<file path="src/rtl/spp_pkg.sv">
// Shared types and constants of the strip packet parser.
// Used by spp_parse, strip_packet_parser_core and the testbench; depends on nothing.
`default_nettype none

package spp_pkg;

	localparam int unsigned WORD_W = 32;
	localparam int unsigned POS_W  = 18;
	localparam int unsigned SEC_W  = 10;
	localparam int unsigned VTX_W  = 8;

	// Word kinds
	localparam logic [2:0] KIND_FRAME    = 3'd0;
	localparam logic [2:0] KIND_POSITION = 3'd1;
	localparam logic [2:0] KIND_NORMAL   = 3'd2;
	localparam logic [2:0] KIND_COLOUR   = 3'd3;
	localparam logic [2:0] KIND_TEXCOORD = 3'd4;
	localparam logic [2:0] KIND_IGNORED  = 3'd5;
	localparam logic [2:0] KIND_FAULTY   = 3'd6;

	// Error codes
	localparam logic [3:0] ERR_NONE      = 4'd0;
	localparam logic [3:0] ERR_STRIP_HDR = 4'd1;
	localparam logic [3:0] ERR_POS_HDR   = 4'd2;
	localparam logic [3:0] ERR_POS_CNT   = 4'd3;
	localparam logic [3:0] ERR_NRM_HDR   = 4'd4;
	localparam logic [3:0] ERR_NRM_CNT   = 4'd5;
	localparam logic [3:0] ERR_COL_HDR   = 4'd6;
	localparam logic [3:0] ERR_COL_CNT   = 4'd7;
	localparam logic [3:0] ERR_TEX_HDR   = 4'd8;
	localparam logic [3:0] ERR_TEX_CNT   = 4'd9;

	localparam logic [WORD_W-1:0] STRIP_HDR  = 32'h6401_8000;
	localparam logic [WORD_W-1:0] HDR_MASK   = 32'hFF00_FFFF;
	localparam logic [SEC_W-1:0]  TRAILER_LEN = 10'd3;

	localparam logic [WORD_W-1:0] SEC_EXPECT [4] = '{
		32'h6800_8001, 32'h6900_8002, 32'h6E00_C003, 32'h6400_8004
	};
	localparam logic [2:0] SEC_KIND [4] = '{
		KIND_POSITION, KIND_NORMAL, KIND_COLOUR, KIND_TEXCOORD
	};
	localparam logic [3:0] SEC_HDR_ERR [4] = '{
		ERR_POS_HDR, ERR_NRM_HDR, ERR_COL_HDR, ERR_TEX_HDR
	};
	localparam logic [3:0] SEC_CNT_ERR [4] = '{
		ERR_POS_CNT, ERR_NRM_CNT, ERR_COL_CNT, ERR_TEX_CNT
	};

	typedef struct packed {
		logic [WORD_W-1:0] data;
		logic [2:0]        word_kind;
		logic [SEC_W-1:0]  element_index;
		logic [VTX_W-1:0]  strip_vertices;
		logic              strip_end;
		logic              block_end;
		logic [3:0]        error_code;
	} result_t;

endpackage

`default_nettype wire

</file>
<file path="src/rtl/spp_parse.sv">
// Parser state and word classification for the strip packet parser.
// Depends on spp_pkg; the state advances on every fired item.
`default_nettype none

module spp_parse (
	input  wire logic                        clk,
	input  wire logic                        arst_n,
	input  wire logic                        fire,
	input  wire logic [spp_pkg::WORD_W-1:0]  word,
	input  wire logic                        block_start,
	output spp_pkg::result_t                 result
);

	typedef enum logic [14:0] {
		PH_IDLE    = 15'b000_0000_0000_0001,
		PH_SKIP    = 15'b000_0000_0000_0010,
		PH_TAG     = 15'b000_0000_0000_0100,
		PH_SHDR    = 15'b000_0000_0000_1000,
		PH_COUNT   = 15'b000_0000_0001_0000,
		PH_SPARE   = 15'b000_0000_0010_0000,
		PH_HDR0    = 15'b000_0000_0100_0000,
		PH_DAT0    = 15'b000_0000_1000_0000,
		PH_HDR1    = 15'b000_0001_0000_0000,
		PH_DAT1    = 15'b000_0010_0000_0000,
		PH_HDR2    = 15'b000_0100_0000_0000,
		PH_DAT2    = 15'b000_1000_0000_0000,
		PH_HDR3    = 15'b001_0000_0000_0000,
		PH_DAT3    = 15'b010_0000_0000_0000,
		PH_TRAILER = 15'b100_0000_0000_0000
	} phase_t;

	phase_t                       phase_q, phase_d;
	logic [spp_pkg::POS_W-1:0]    pos_q, pos_d, pos_inc;
	logic [spp_pkg::POS_W-1:0]    limit_q, limit_d;
	logic [spp_pkg::SEC_W-1:0]    left_q, left_d, left_dec;
	logic [spp_pkg::SEC_W-1:0]    offset_q, offset_d;
	logic [spp_pkg::VTX_W-1:0]    vcount_q, vcount_d;
	logic                         wide_q, wide_d;
	logic [1:0]                   sec;
	logic [spp_pkg::SEC_W-1:0]    n_ext, n_x2, n_x3, sec_len;
	phase_t                       next_hdr;

	always_comb begin
		unique case (phase_q)
			PH_HDR1, PH_DAT1: sec = 2'd1;
			PH_HDR2, PH_DAT2: sec = 2'd2;
			PH_HDR3, PH_DAT3: sec = 2'd3;
			default:          sec = 2'd0;
		endcase
	end

	always_comb begin
		n_ext = {2'b00, vcount_q};
		n_x2  = {1'b0, vcount_q, 1'b0};
		n_x3  = n_ext + n_x2;
		unique case (sec)
			2'd0: sec_len = n_x3;
			2'd1: sec_len = (n_x3 + 10'd1) >> 1;
			2'd2: sec_len = n_ext;
			2'd3: sec_len = n_x2;
		endcase
		unique case (sec)
			2'd0: next_hdr = PH_HDR1;
			2'd1: next_hdr = PH_HDR2;
			default: next_hdr = PH_HDR3;
		endcase
	end

	assign pos_inc  = (pos_q != '1) ? pos_q + 1'b1 : pos_q;
	assign left_dec = (left_q != '0) ? left_q - 1'b1 : left_q;

	always_comb begin
		phase_d  = phase_q;
		pos_d    = pos_q;
		limit_d  = limit_q;
		left_d   = left_q;
		offset_d = offset_q;
		vcount_d = vcount_q;
		wide_d   = wide_q;
		result.data          = word;
		result.word_kind     = spp_pkg::KIND_FRAME;
		result.element_index = '0;
		result.strip_end     = 1'b0;
		result.block_end     = 1'b0;
		result.error_code    = spp_pkg::ERR_NONE;

		if (block_start) begin
			limit_d  = {word[15:0], 2'b00};
			pos_d    = spp_pkg::POS_W'(1);
			left_d   = '0;
			offset_d = '0;
			vcount_d = '0;
			wide_d   = 1'b0;
			phase_d  = PH_SKIP;
		end else if (phase_q == PH_IDLE) begin
			result.word_kind = spp_pkg::KIND_IGNORED;
		end else begin
			pos_d = pos_inc;
			unique case (phase_q)
				PH_SKIP: begin
					if (pos_inc >= limit_q) begin
						result.block_end = 1'b1;
						phase_d = PH_IDLE;
					end else begin
						phase_d = PH_TAG;
					end
				end
				PH_TAG: begin
					vcount_d = '0;
					wide_d   = 1'b0;
					phase_d  = PH_SHDR;
				end
				PH_SPARE: phase_d = PH_HDR0;
				PH_SHDR: begin
					if (word == spp_pkg::STRIP_HDR) begin
						phase_d = PH_COUNT;
					end else begin
						result.word_kind  = spp_pkg::KIND_FAULTY;
						result.error_code = spp_pkg::ERR_STRIP_HDR;
						phase_d = PH_IDLE;
					end
				end
				PH_COUNT: begin
					wide_d   = (word[31:8] != '0);
					vcount_d = (word[31:8] != '0) ? '1 : word[7:0];
					phase_d  = PH_SPARE;
				end
				PH_TRAILER: begin
					left_d = left_dec;
					if (left_dec == '0) begin
						result.strip_end = 1'b1;
						if (pos_inc >= limit_q) begin
							result.block_end = 1'b1;
							phase_d = PH_IDLE;
						end else begin
							phase_d = PH_TAG;
						end
					end
				end
				PH_HDR0, PH_HDR1, PH_HDR2, PH_HDR3: begin
					if ((word & spp_pkg::HDR_MASK) != spp_pkg::SEC_EXPECT[sec]) begin
						result.word_kind  = spp_pkg::KIND_FAULTY;
						result.error_code = spp_pkg::SEC_HDR_ERR[sec];
						phase_d = PH_IDLE;
					end else if (wide_q || word[23:16] != vcount_q) begin
						result.word_kind  = spp_pkg::KIND_FAULTY;
						result.error_code = spp_pkg::SEC_CNT_ERR[sec];
						phase_d = PH_IDLE;
					end else if (sec_len == '0) begin
						// empty section: go straight to the next header or trailer
						offset_d = '0;
						if (sec == 2'd3) begin
							phase_d = PH_TRAILER;
							left_d  = spp_pkg::TRAILER_LEN;
						end else begin
							phase_d = next_hdr;
							left_d  = '0;
						end
					end else begin
						left_d   = sec_len;
						offset_d = '0;
						phase_d  = phase_t'({phase_q[13:0], 1'b0});
					end
				end
				PH_DAT0, PH_DAT1, PH_DAT2, PH_DAT3: begin
					result.word_kind     = spp_pkg::SEC_KIND[sec];
					result.element_index = offset_q;
					offset_d = offset_q + 1'b1;
					left_d   = left_dec;
					if (left_dec == '0) begin
						offset_d = '0;
						if (sec == 2'd3) begin
							phase_d = PH_TRAILER;
							left_d  = spp_pkg::TRAILER_LEN;
						end else begin
							phase_d = next_hdr;
						end
					end
				end
				default: phase_d = PH_IDLE;
			endcase
		end
		result.strip_vertices = vcount_d;
	end

	always_ff @(posedge clk or negedge arst_n) begin
		if (!arst_n) begin
			phase_q  <= PH_IDLE;
			pos_q    <= '0;
			limit_q  <= '0;
			left_q   <= '0;
			offset_q <= '0;
			vcount_q <= '0;
			wide_q   <= 1'b0;
		end else if (fire) begin
			phase_q  <= phase_d;
			pos_q    <= pos_d;
			limit_q  <= limit_d;
			left_q   <= left_d;
			offset_q <= offset_d;
			vcount_q <= vcount_d;
			wide_q   <= wide_d;
		end
	end

endmodule

`default_nettype wire

</file>
<file path="src/rtl/strip_packet_parser_core.sv">
// Top level of the strip packet parser: input register, parser, result register.
// Depends on spp_pkg and spp_parse.
//
// channel | direction | handshake             | payload
// in      | to core   | in_valid / in_stall   | word, block_start
// out     | from core | out_valid / out_stall | data, word_kind, element_index,
//         |           |                       | strip_vertices, strip_end,
//         |           |                       | block_end, error_code
//
// One item per cycle while out_stall is low; a word passes the input register,
// the parser and the result register; one parser state update sets the rate.
// Reset clears the parser to idle and empties both registers.
// A stalled result holds; the input register keeps one item meanwhile,
// after which in_stall rises.
`default_nettype none

module strip_packet_parser_core (
	input  wire logic                        clk,
	input  wire logic                        arst_n,
	input  wire logic                        in_valid,
	output logic                             in_stall,
	input  wire logic [spp_pkg::WORD_W-1:0]  word,
	input  wire logic                        block_start,
	output logic                             out_valid,
	input  wire logic                        out_stall,
	output logic [spp_pkg::WORD_W-1:0]       data,
	output logic [2:0]                       word_kind,
	output logic [spp_pkg::SEC_W-1:0]        element_index,
	output logic [spp_pkg::VTX_W-1:0]        strip_vertices,
	output logic                             strip_end,
	output logic                             block_end,
	output logic [3:0]                       error_code
);

	logic                         valid_s1;
	logic [spp_pkg::WORD_W-1:0]   word_s1;
	logic                         start_s1;
	logic                         out_valid_q;
	spp_pkg::result_t             result_q;
	spp_pkg::result_t             result;
	logic                         out_free;
	logic                         fire;
	logic                         in_take;

	assign out_free = !out_valid_q || !out_stall;
	assign fire     = valid_s1 && out_free;
	assign in_stall = valid_s1 && !out_free;
	assign in_take  = in_valid && !in_stall;

	always_ff @(posedge clk or negedge arst_n) begin
		if (!arst_n) begin
			valid_s1    <= 1'b0;
			out_valid_q <= 1'b0;
		end else begin
			if (in_take) begin
				valid_s1 <= 1'b1;
			end else if (fire) begin
				valid_s1 <= 1'b0;
			end
			out_valid_q <= fire || (out_valid_q && out_stall);
		end
	end

	always_ff @(posedge clk) begin
		if (in_take) begin
			word_s1  <= word;
			start_s1 <= block_start;
		end
		if (fire) begin
			result_q <= result;
		end
	end

	spp_parse u_parse (
		.clk         (clk),
		.arst_n      (arst_n),
		.fire        (fire),
		.word        (word_s1),
		.block_start (start_s1),
		.result      (result)
	);

	assign out_valid      = out_valid_q;
	assign data           = result_q.data;
	assign word_kind      = result_q.word_kind;
	assign element_index  = result_q.element_index;
	assign strip_vertices = result_q.strip_vertices;
	assign strip_end      = result_q.strip_end;
	assign block_end      = result_q.block_end;
	assign error_code     = result_q.error_code;

endmodule

`default_nettype wire

</file>
<file path="config.mk">
export PLATFORM = sky130hd
export DESIGN_NAME = strip_packet_parser_core
export DESIGN_NICKNAME = d
export VERILOG_FILES = /design/src/rtl/spp_pkg.sv /design/src/rtl/spp_parse.sv /design/src/rtl/strip_packet_parser_core.sv
export SDC_FILE = /design/constraint.sdc
export NUM_CORES = 1
export LEC_CHECK = 0
export BUFFER_PORTS_ARGS = -buffer_cell sky130_fd_sc_hd__buf_2
export CAP_MARGIN = 5
export CORE_ASPECT_RATIO = 1.5
export CORE_MARGIN = 2
export CORE_UTILIZATION = 64
export CTS_CLUSTER_DIAMETER = 200
export DETAILED_ROUTE_END_ITERATION = 10
export GPL_TIMING_DRIVEN = 0
export PLACE_DENSITY = 0.89
export SLEW_MARGIN = 20
export SYNTH_ARGS = -nofsm -noshare
export SYNTH_HDL_FRONTEND = slang
export SYNTH_SLANG_ARGS = --single-unit
</file>
<file path="constraint.sdc">
create_clock -name clk -period 11.6 [get_ports clk]
set_input_delay 1.16 -clock clk [delete_from_list [all_inputs] [get_ports clk]]
set_output_delay 1.16 -clock clk [all_outputs]
set_load 0.02 [all_outputs]
</file>
Word level (Yosys, flattened, before mapping)
Cells that the tools add are included.
{ "classes": {"add_sub_neg": 5, "n_mul": 0, "div_mod_pow": 0, "magnitude_cmp": 2, "n_eq_ne": 27, "shifts": 0, "n_mux": 66, "bitwise_logic": 3, "n_reduce_logical": 34} }
{ "op_table": {"columns": ["operator", "n"], "rows": [
  ["$mux W10", 13],
  ["$mux W15", 8],
  ["$pmux W15 S8", 1],
  ["$bmux W32 S2", 1],
  ["$mux W32", 2],
  ["$mux W18", 3],
  ["$pmux W10 S4", 1],
  ["$eq A32 B31 Y1 const B", 1],
  ["$ne A32 B32 Y1", 1],
  ["$pmux W10 S3", 1],
  ["$pmux W13 S2", 1],
  ["$mux W4", 6],
  ["$mux W8", 3],
  ["$reduce_bool A24 Y1", 1],
  ["$mux W3", 7],
  ["$add A10 B1 Y10 const B", 2],
  ["$logic_not A10 Y1", 2],
  ["$pmux W10 S2", 1],
  ["$add A18 B1 Y18 const B", 1],
  ["$ge A18 B18 Y1", 1],
  ["$ne A18 B18 Y1 const B", 1],
  ["$bmux W4 S2", 2],
  ["$pmux W8 S2", 1],
  ["$eq A15 B1 Y1 const B", 1],
  ["other kinds (48)", 75]
]} }
{ "totals": {"ff_bits": 172, "latchBits": 0, "ram_bits": 0, "romBits": 0, "inputBits": 37, "word_cells": 156, "mem_count": 0} }

Longest topological paths before layout
{ "logic_depth": {"word_depth": 12, "mapped_depth": 16} }

Hierarchy
Synthesis repeated with hierarchy kept, for this count alone.
{ "unflattened": {"cells_unflattened": 862, "hier_area_um2": 9402.8} }
{ "by_module_without_submodules": {"columns": ["mod", "n_inst", "cells_per_inst", "area_per_inst_um2"], "rows": [
  ["spp_parse", 1, 762, 6547.5],
  ["strip_packet_parser_core", 1, 100, 2855.2]
]} }

Worst setup path before layout
Ideal clock, no wire load.
{ "synth_path": {"path_type": "input-to-reg", "start": "input port out_stall", "end": "register u_parse.limit_q[10] in the netlist's numbering", "arrival_time_ps": 4589, "path_slack_ps": 6887, "cell_stages": 7, "n_path_buf": 2, "cell_sequence": "nand2_1 nand2_1 inv_1 clkbuf_1 nand2_1 clkbuf_1 mux2_2"} }
{ "synth_between": {"elab_chain_cells": 4} }
{ "synth_lines": {"columns": ["item", "line_no", "text"], "rows": [
  ["from (decl)", "strip_packet_parser_core.sv:25", "input wire logic out_stall,"],
  ["$logic_not A1 Y1", "strip_packet_parser_core.sv:45", "assign out_free = !out_valid_q || !out_stall;"],
  ["$logic_or A1 B1 Y1", "strip_packet_parser_core.sv:45", null],
  ["$logic_and A1 B1 Y1", "strip_packet_parser_core.sv:46", "assign fire = valid_s1 && out_free;"],
  ["net fire", "strip_packet_parser_core.sv:42", "logic fire;"],
  ["$reduce_and A2 Y1 (no source line)", null, null],
  ["to (signal assigned)", "spp_parse.sv:198", "limit_q <= limit_d;"],
  ["to (decl)", "spp_parse.sv:34", "logic [spp_pkg::POS_W-1:0] limit_q, limit_d;"]
]} }
The timed path passes the listed nets, and every way through them passes these cells.
A chain may end at the register's enable or synchronous reset.

Worst setup path in the final report
{ "layout_path": {"start": "register u_parse.phase_q[3]", "end": "register u_parse.left_q[0] in the netlist's numbering"} }
{ "layout_between": {"elab_chain_cells": 12, "word_cells_on_any_way": 41, "cone_classes": "eq/ne (17); mux (14); bitwise (1); reduce/logical (9)"} }
{ "layout_lines": {"columns": ["item", "line_no", "text"], "rows": [
  ["from (decl)", "spp_parse.sv:32", "phase_t phase_q, phase_d;"],
  ["from (signal assigned)", "spp_parse.sv:196", "phase_q <= phase_d;"],
  ["$eq A15 B13 Y1, or another cell as far along", "spp_parse.sv:44, spp_parse.sv:99", null],
  ["$reduce_or A2 Y1", "spp_parse.sv:44", "unique case (phase_q)"],
  ["$pmux W2 S3", "spp_parse.sv:44", null],
  ["$eq A2 B2 Y1, or another cell as far along", "spp_parse.sv:56, spp_parse.sv:152, spp_parse.sv:172", null],
  ["$pmux W10 S4", "spp_parse.sv:56", "unique case (sec)"],
  ["$logic_not A10 Y1", "spp_parse.sv:149", "end else if (sec_len == '0) begin"],
  ["$mux W10", "spp_parse.sv:149", null],
  ["$mux W10", "spp_parse.sv:145", "end else if (wide_q || word[23:16] != vcount_q) begin"],
  ["$mux W10", "spp_parse.sv:141", "if ((word & spp_pkg::HDR_MASK) != spp_pkg::SEC_EXPECT[sec]) begin"],
  ["$pmux W10 S3", "spp_parse.sv:99", "unique case (phase_q)"],
  ["$mux W10", "spp_parse.sv:95", "end else if (phase_q == PH_IDLE) begin"],
  ["$mux W10", "spp_parse.sv:87", "if (block_start) begin"],
  ["to (signal assigned)", "spp_parse.sv:199", "left_q <= left_d;"],
  ["to (decl)", "spp_parse.sv:35", "logic [spp_pkg::SEC_W-1:0] left_q, left_d, left_dec;"]
]} }
Several ways; a longest one is shown, not always the timed one. The select of a mux whose other input is x is not followed.

==> key figures <==
Route
  • Vias: 8117
  • First-pass DRT Iterations: 6
  • DRC violations left: 0
  • Vias per cell: 6.79
  • Aggregate routed wire length: 26400 um
  • Iter 0 DRT Violations: 781
  • DRT antenna net count: 0
  • DR WL/cell: 22.1 um

Power and ir drop
  • Tot Pwr: around 1.6 mW
  • Worst VDD drop: between 0.08 and 0.09 mV
  • Leak Pwr: between 4 and 5 nW
  • Power density over the cells: between 100 and 150 nW/um2

STA
  • Fmax: 187 MHz
  • Period utilization: 46.1%
  • Final TNS setup: 0 ns
  • RSZ-0062 raised after global routing: no
  • Final hold vios: 0
  • Actual slew at the worst max-slew pin: 1.03 ns
  • WHS: about 0.49 ns
  • Final setup vio count: 0
  • Slew Viols, Final: 0
  • Minimum clock period: 5.34 ns
  • Slew headroom: a little under a third
  • Worst Skew: ~0.011 ns

Floorplan
  • Height of the die: around 150 um
  • Starting Density: between 60% and 70%
  • IO Count: 98
  • Die area: about 16000 um2
  • Core Footprint: between 10000 and 15000 um2
  • Die width: 103 um
  • Row Count: 54

GRT
  • Via count of the first global-routing pass: about 8000
  • First-pass GRT wire length: 42100 um
  • Largest net degree at the start of global routing: 50
  • Overall Global Routing Usage: between 30% and 40%
  • Antenna violations before repair: 0
  • Total congestion overflow: 0

Layout
  • Area delta synth->final: 14.7%
  • End-of-flow core utilization: around 74%
  • Net count, final: between 1000 and 1500
  • Diode count: 0
  • Fraction of layout instances using a drive strength above 1: approximately a fifth

Synthesis
  • Mux cell area share after synthesis: 2.79%
  • Post-synth top flop: edfxtp_1
  • Synth Area in Compound Gates: between 10% and 20%
  • Post-Synth Simple-Gate Area: around 18%
  • Main area contributors after synthesis: edfxtp_1, dfrtp_1, ha_1
  • Largest family of logic cells by synthesized area: simple AND/OR/NAND/NOR gates
  • Post-synth top area cell: edfxtp_1
  • Avg Inst Size Synth: roughly 11 um2
  • Post-synth net total: 940
  • Synthesized instance count: around 870
  • Yosys cell types: 81
  • Post-synthesis adder-cell area fraction: under 10%
  • Ys Warns: 0
  • Synth Cell Area: 9360 um2
  • Sequential area share after synthesis: slightly above 50%
  • Synth Register Bits: 172
  • Synth async-reset ratio: between 40% and 50%
  • Post-synthesis xor/xnor area fraction: ~3.5%
  • Synth top area share: 29.5%
  • Number of synthesized flops with an enable pin: slightly above 90

Clock tree
  • Post-CTS Setup Inserts: 0
  • Clk Latency, worst-skew pair: 0.45 ns
  • CTS buffer count: 17
  • Clock Root Buffer: clkbuf_16
  • Sink Count: around 170
  • Clock buffer depth: 2
  • Hold_buf cts: 0
  • Reg clk slew, reported paths: around 0.07 ns
  • Post-CTS sizing: 0
  • CTS tree: built
  • Htree depth: 4

Flow run
  • Max-cap viol count: 0

Place
  • Post-detail-place hpwl: around 18000 um
  • Buffers added on ports: between 90 and 100
  • Placer's final routability congestion estimate: 0.933

Status
  • Status: finished clean

Critical path
  • Worst EP required: about 12 ns
  • Crit-path max FO: 10
  • Crit end category: flip-flop
  • CP arrival: roughly 5.7 ns
  • Critical Path Start Type: flip-flop
  • Critical path class: flip-flop to flip-flop

Worst hold path
  • HP Class: flip-flop to flip-flop
==> cells in the final DEF, fill, tap and decap left out, drive strengths merged, types with 9 or more instances in the layout <==
master | netlist | layout
or4 | 9 | 9
and2 | 15 | 15
xnor2 | 23 | 23
nor3 | 24 | 24
xor2 | 14 | 14
mux2 | 17 | 17
nor4 | 17 | 17
a21o | 16 | 16
o31ai | 13 | 13
nand3 | 26 | 26
dfrtp | 79 | 79
ha | 34 | 34
a21oi | 31 | 31
nor2 | 57 | 57
a22o | 22 | 22
o21ai | 58 | 58
clkbuf | 25 | 43
edfxtp | 92 | 92
and3 | 21 | 21
nand4 | 13 | 13
nand2b | 13 | 13
inv | 41 | 49
buf | 9 | 108
nand2 | 56 | 56
==> critical path, cell delays in order, from the launching register on <==
cell and delay (ns):
dfrtp_1 0.44, or4_1 0.52, buf_2 0.18, or3_4 0.41, a2111oi_4 0.43, inv_1 0.20
ha_1 0.23, clkbuf_1 0.23, xnor2_1 0.31, nand4_1 0.13, a2111oi_1 0.75, a41oi_2 0.40
nor3_2 0.70, a211oi_1 0.16, a31oi_1 0.16
==> kinds of logic (layout without fill, tap and decap cells) <==
kind of cell | count (synthesis) | in the layout
and+or+nand+nor | 301 | 301
AOI/OAI and AO/OA | 224 | 224
DFF | 172 | 172
buffers and inverters | 75 | 206
xor gates and xnor gates | 37 | 37
adders and majority gates | 35 | 35
muxes | 24 | 24
==> stage by stage <==
stage / cells / setup slack, ns / area [um2]
floorplan: 868 / 6.89 / 9360
global placement: 1161 / 5.23 / 10100
detailed placement: 1163 / 6.45 / 10100
CTS: 1195 / 6.38 / 10700
global route: 1195 / 5.91 / 10700
finish: 1195 / 6.26 / 10700
==> final cells by class <==
cell class	count	area, um2
Tap cell	196	245
Multi-Input combinational cell	621	4300
Buffer	34	149
Clock inverter	14	149
Timing Repair Buffer	99	536
Clock buffer	18	439
Fill cell	964	3720
Sequential cell	172	4770
Inverter	41	154
==> metal layers <==
metal	share of wire, %	global-route usage (%)	wire length (um)
met3	8.5	10.1	2250
met5	0	0	0
met2	51	59.3	13500
met1	33	39.1	8720
met4	7.2	21.1	1890
==> cells in the mapped netlist, types with 5 or more instances <==
| cell | n |
|---|---|
| o22ai_1 | 6 |
| ha_1 | 34 |
| xor2_1 | 14 |
| a31oi_1 | 7 |
| or4_1 | 8 |
| xnor2_1 | 23 |
| o31ai_1 | 11 |
| o21a_1 | 7 |
| a211oi_1 | 7 |
| or2_2 | 7 |
| nor2_1 | 55 |
| mux2i_1 | 7 |
| buf_2 | 8 |
| a21oi_1 | 30 |
| mux2_2 | 17 |
| nand2b_1 | 13 |
| nand4_1 | 13 |
| and3_1 | 21 |
| a21o_1 | 16 |
| o21ai_1 | 18 |
| dfrtp_1 | 79 |
| nand2_1 | 55 |
| nor3_1 | 23 |
| nand3_1 | 26 |
| or3_1 | 7 |
| a41oi_1 | 5 |
| a32o_1 | 8 |
| nor4_1 | 16 |
| o21ai_0 | 39 |
| nor2b_1 | 8 |
| and2_1 | 14 |
| clkbuf_1 | 25 |
| edfxtp_1 | 92 |
| o211ai_1 | 7 |
| a22o_1 | 22 |
| inv_1 | 41 |
==> power breakdown <==
part           total (mW)  switching (mW)  internal [mW]
sequential          0.726          0.0319          0.694
combinational       0.269           0.175         0.0937
clock               0.572           0.278          0.294
==> flip-flops by register name, indices dropped and copies added (netlist names), 3 cells and up <==
name and flops:
u_parse.offset_q 10, strip_vertices 8, word_kind 3, element_index 10, u_parse.pos_q 18, u_parse.phase_q 15
word_s1 32, data 32, u_parse.limit_q 16, u_parse.vcount_q 8, error_code 4, u_parse.left_q 10
==> path summary, 6_finish.rpt <==
check,slack (ns),end,depth (start not counted),start
setup / recovery,6.26,u_parse.left_q[0],14,u_parse.phase_q[3]
hold / removal,0.49,data[10],0,word_s1[10]
setup reg to reg,6.26,u_parse.left_q[0],14,u_parse.phase_q[3]
hold reg to reg,0.49,data[10],0,word_s1[10]
max in group asynchronous,10.27,u_parse.phase_q[0],2,arst_n
min in group asynchronous,0.66,u_parse.limit_q[11],1,arst_n
Power figures use the tool's default switching activity.
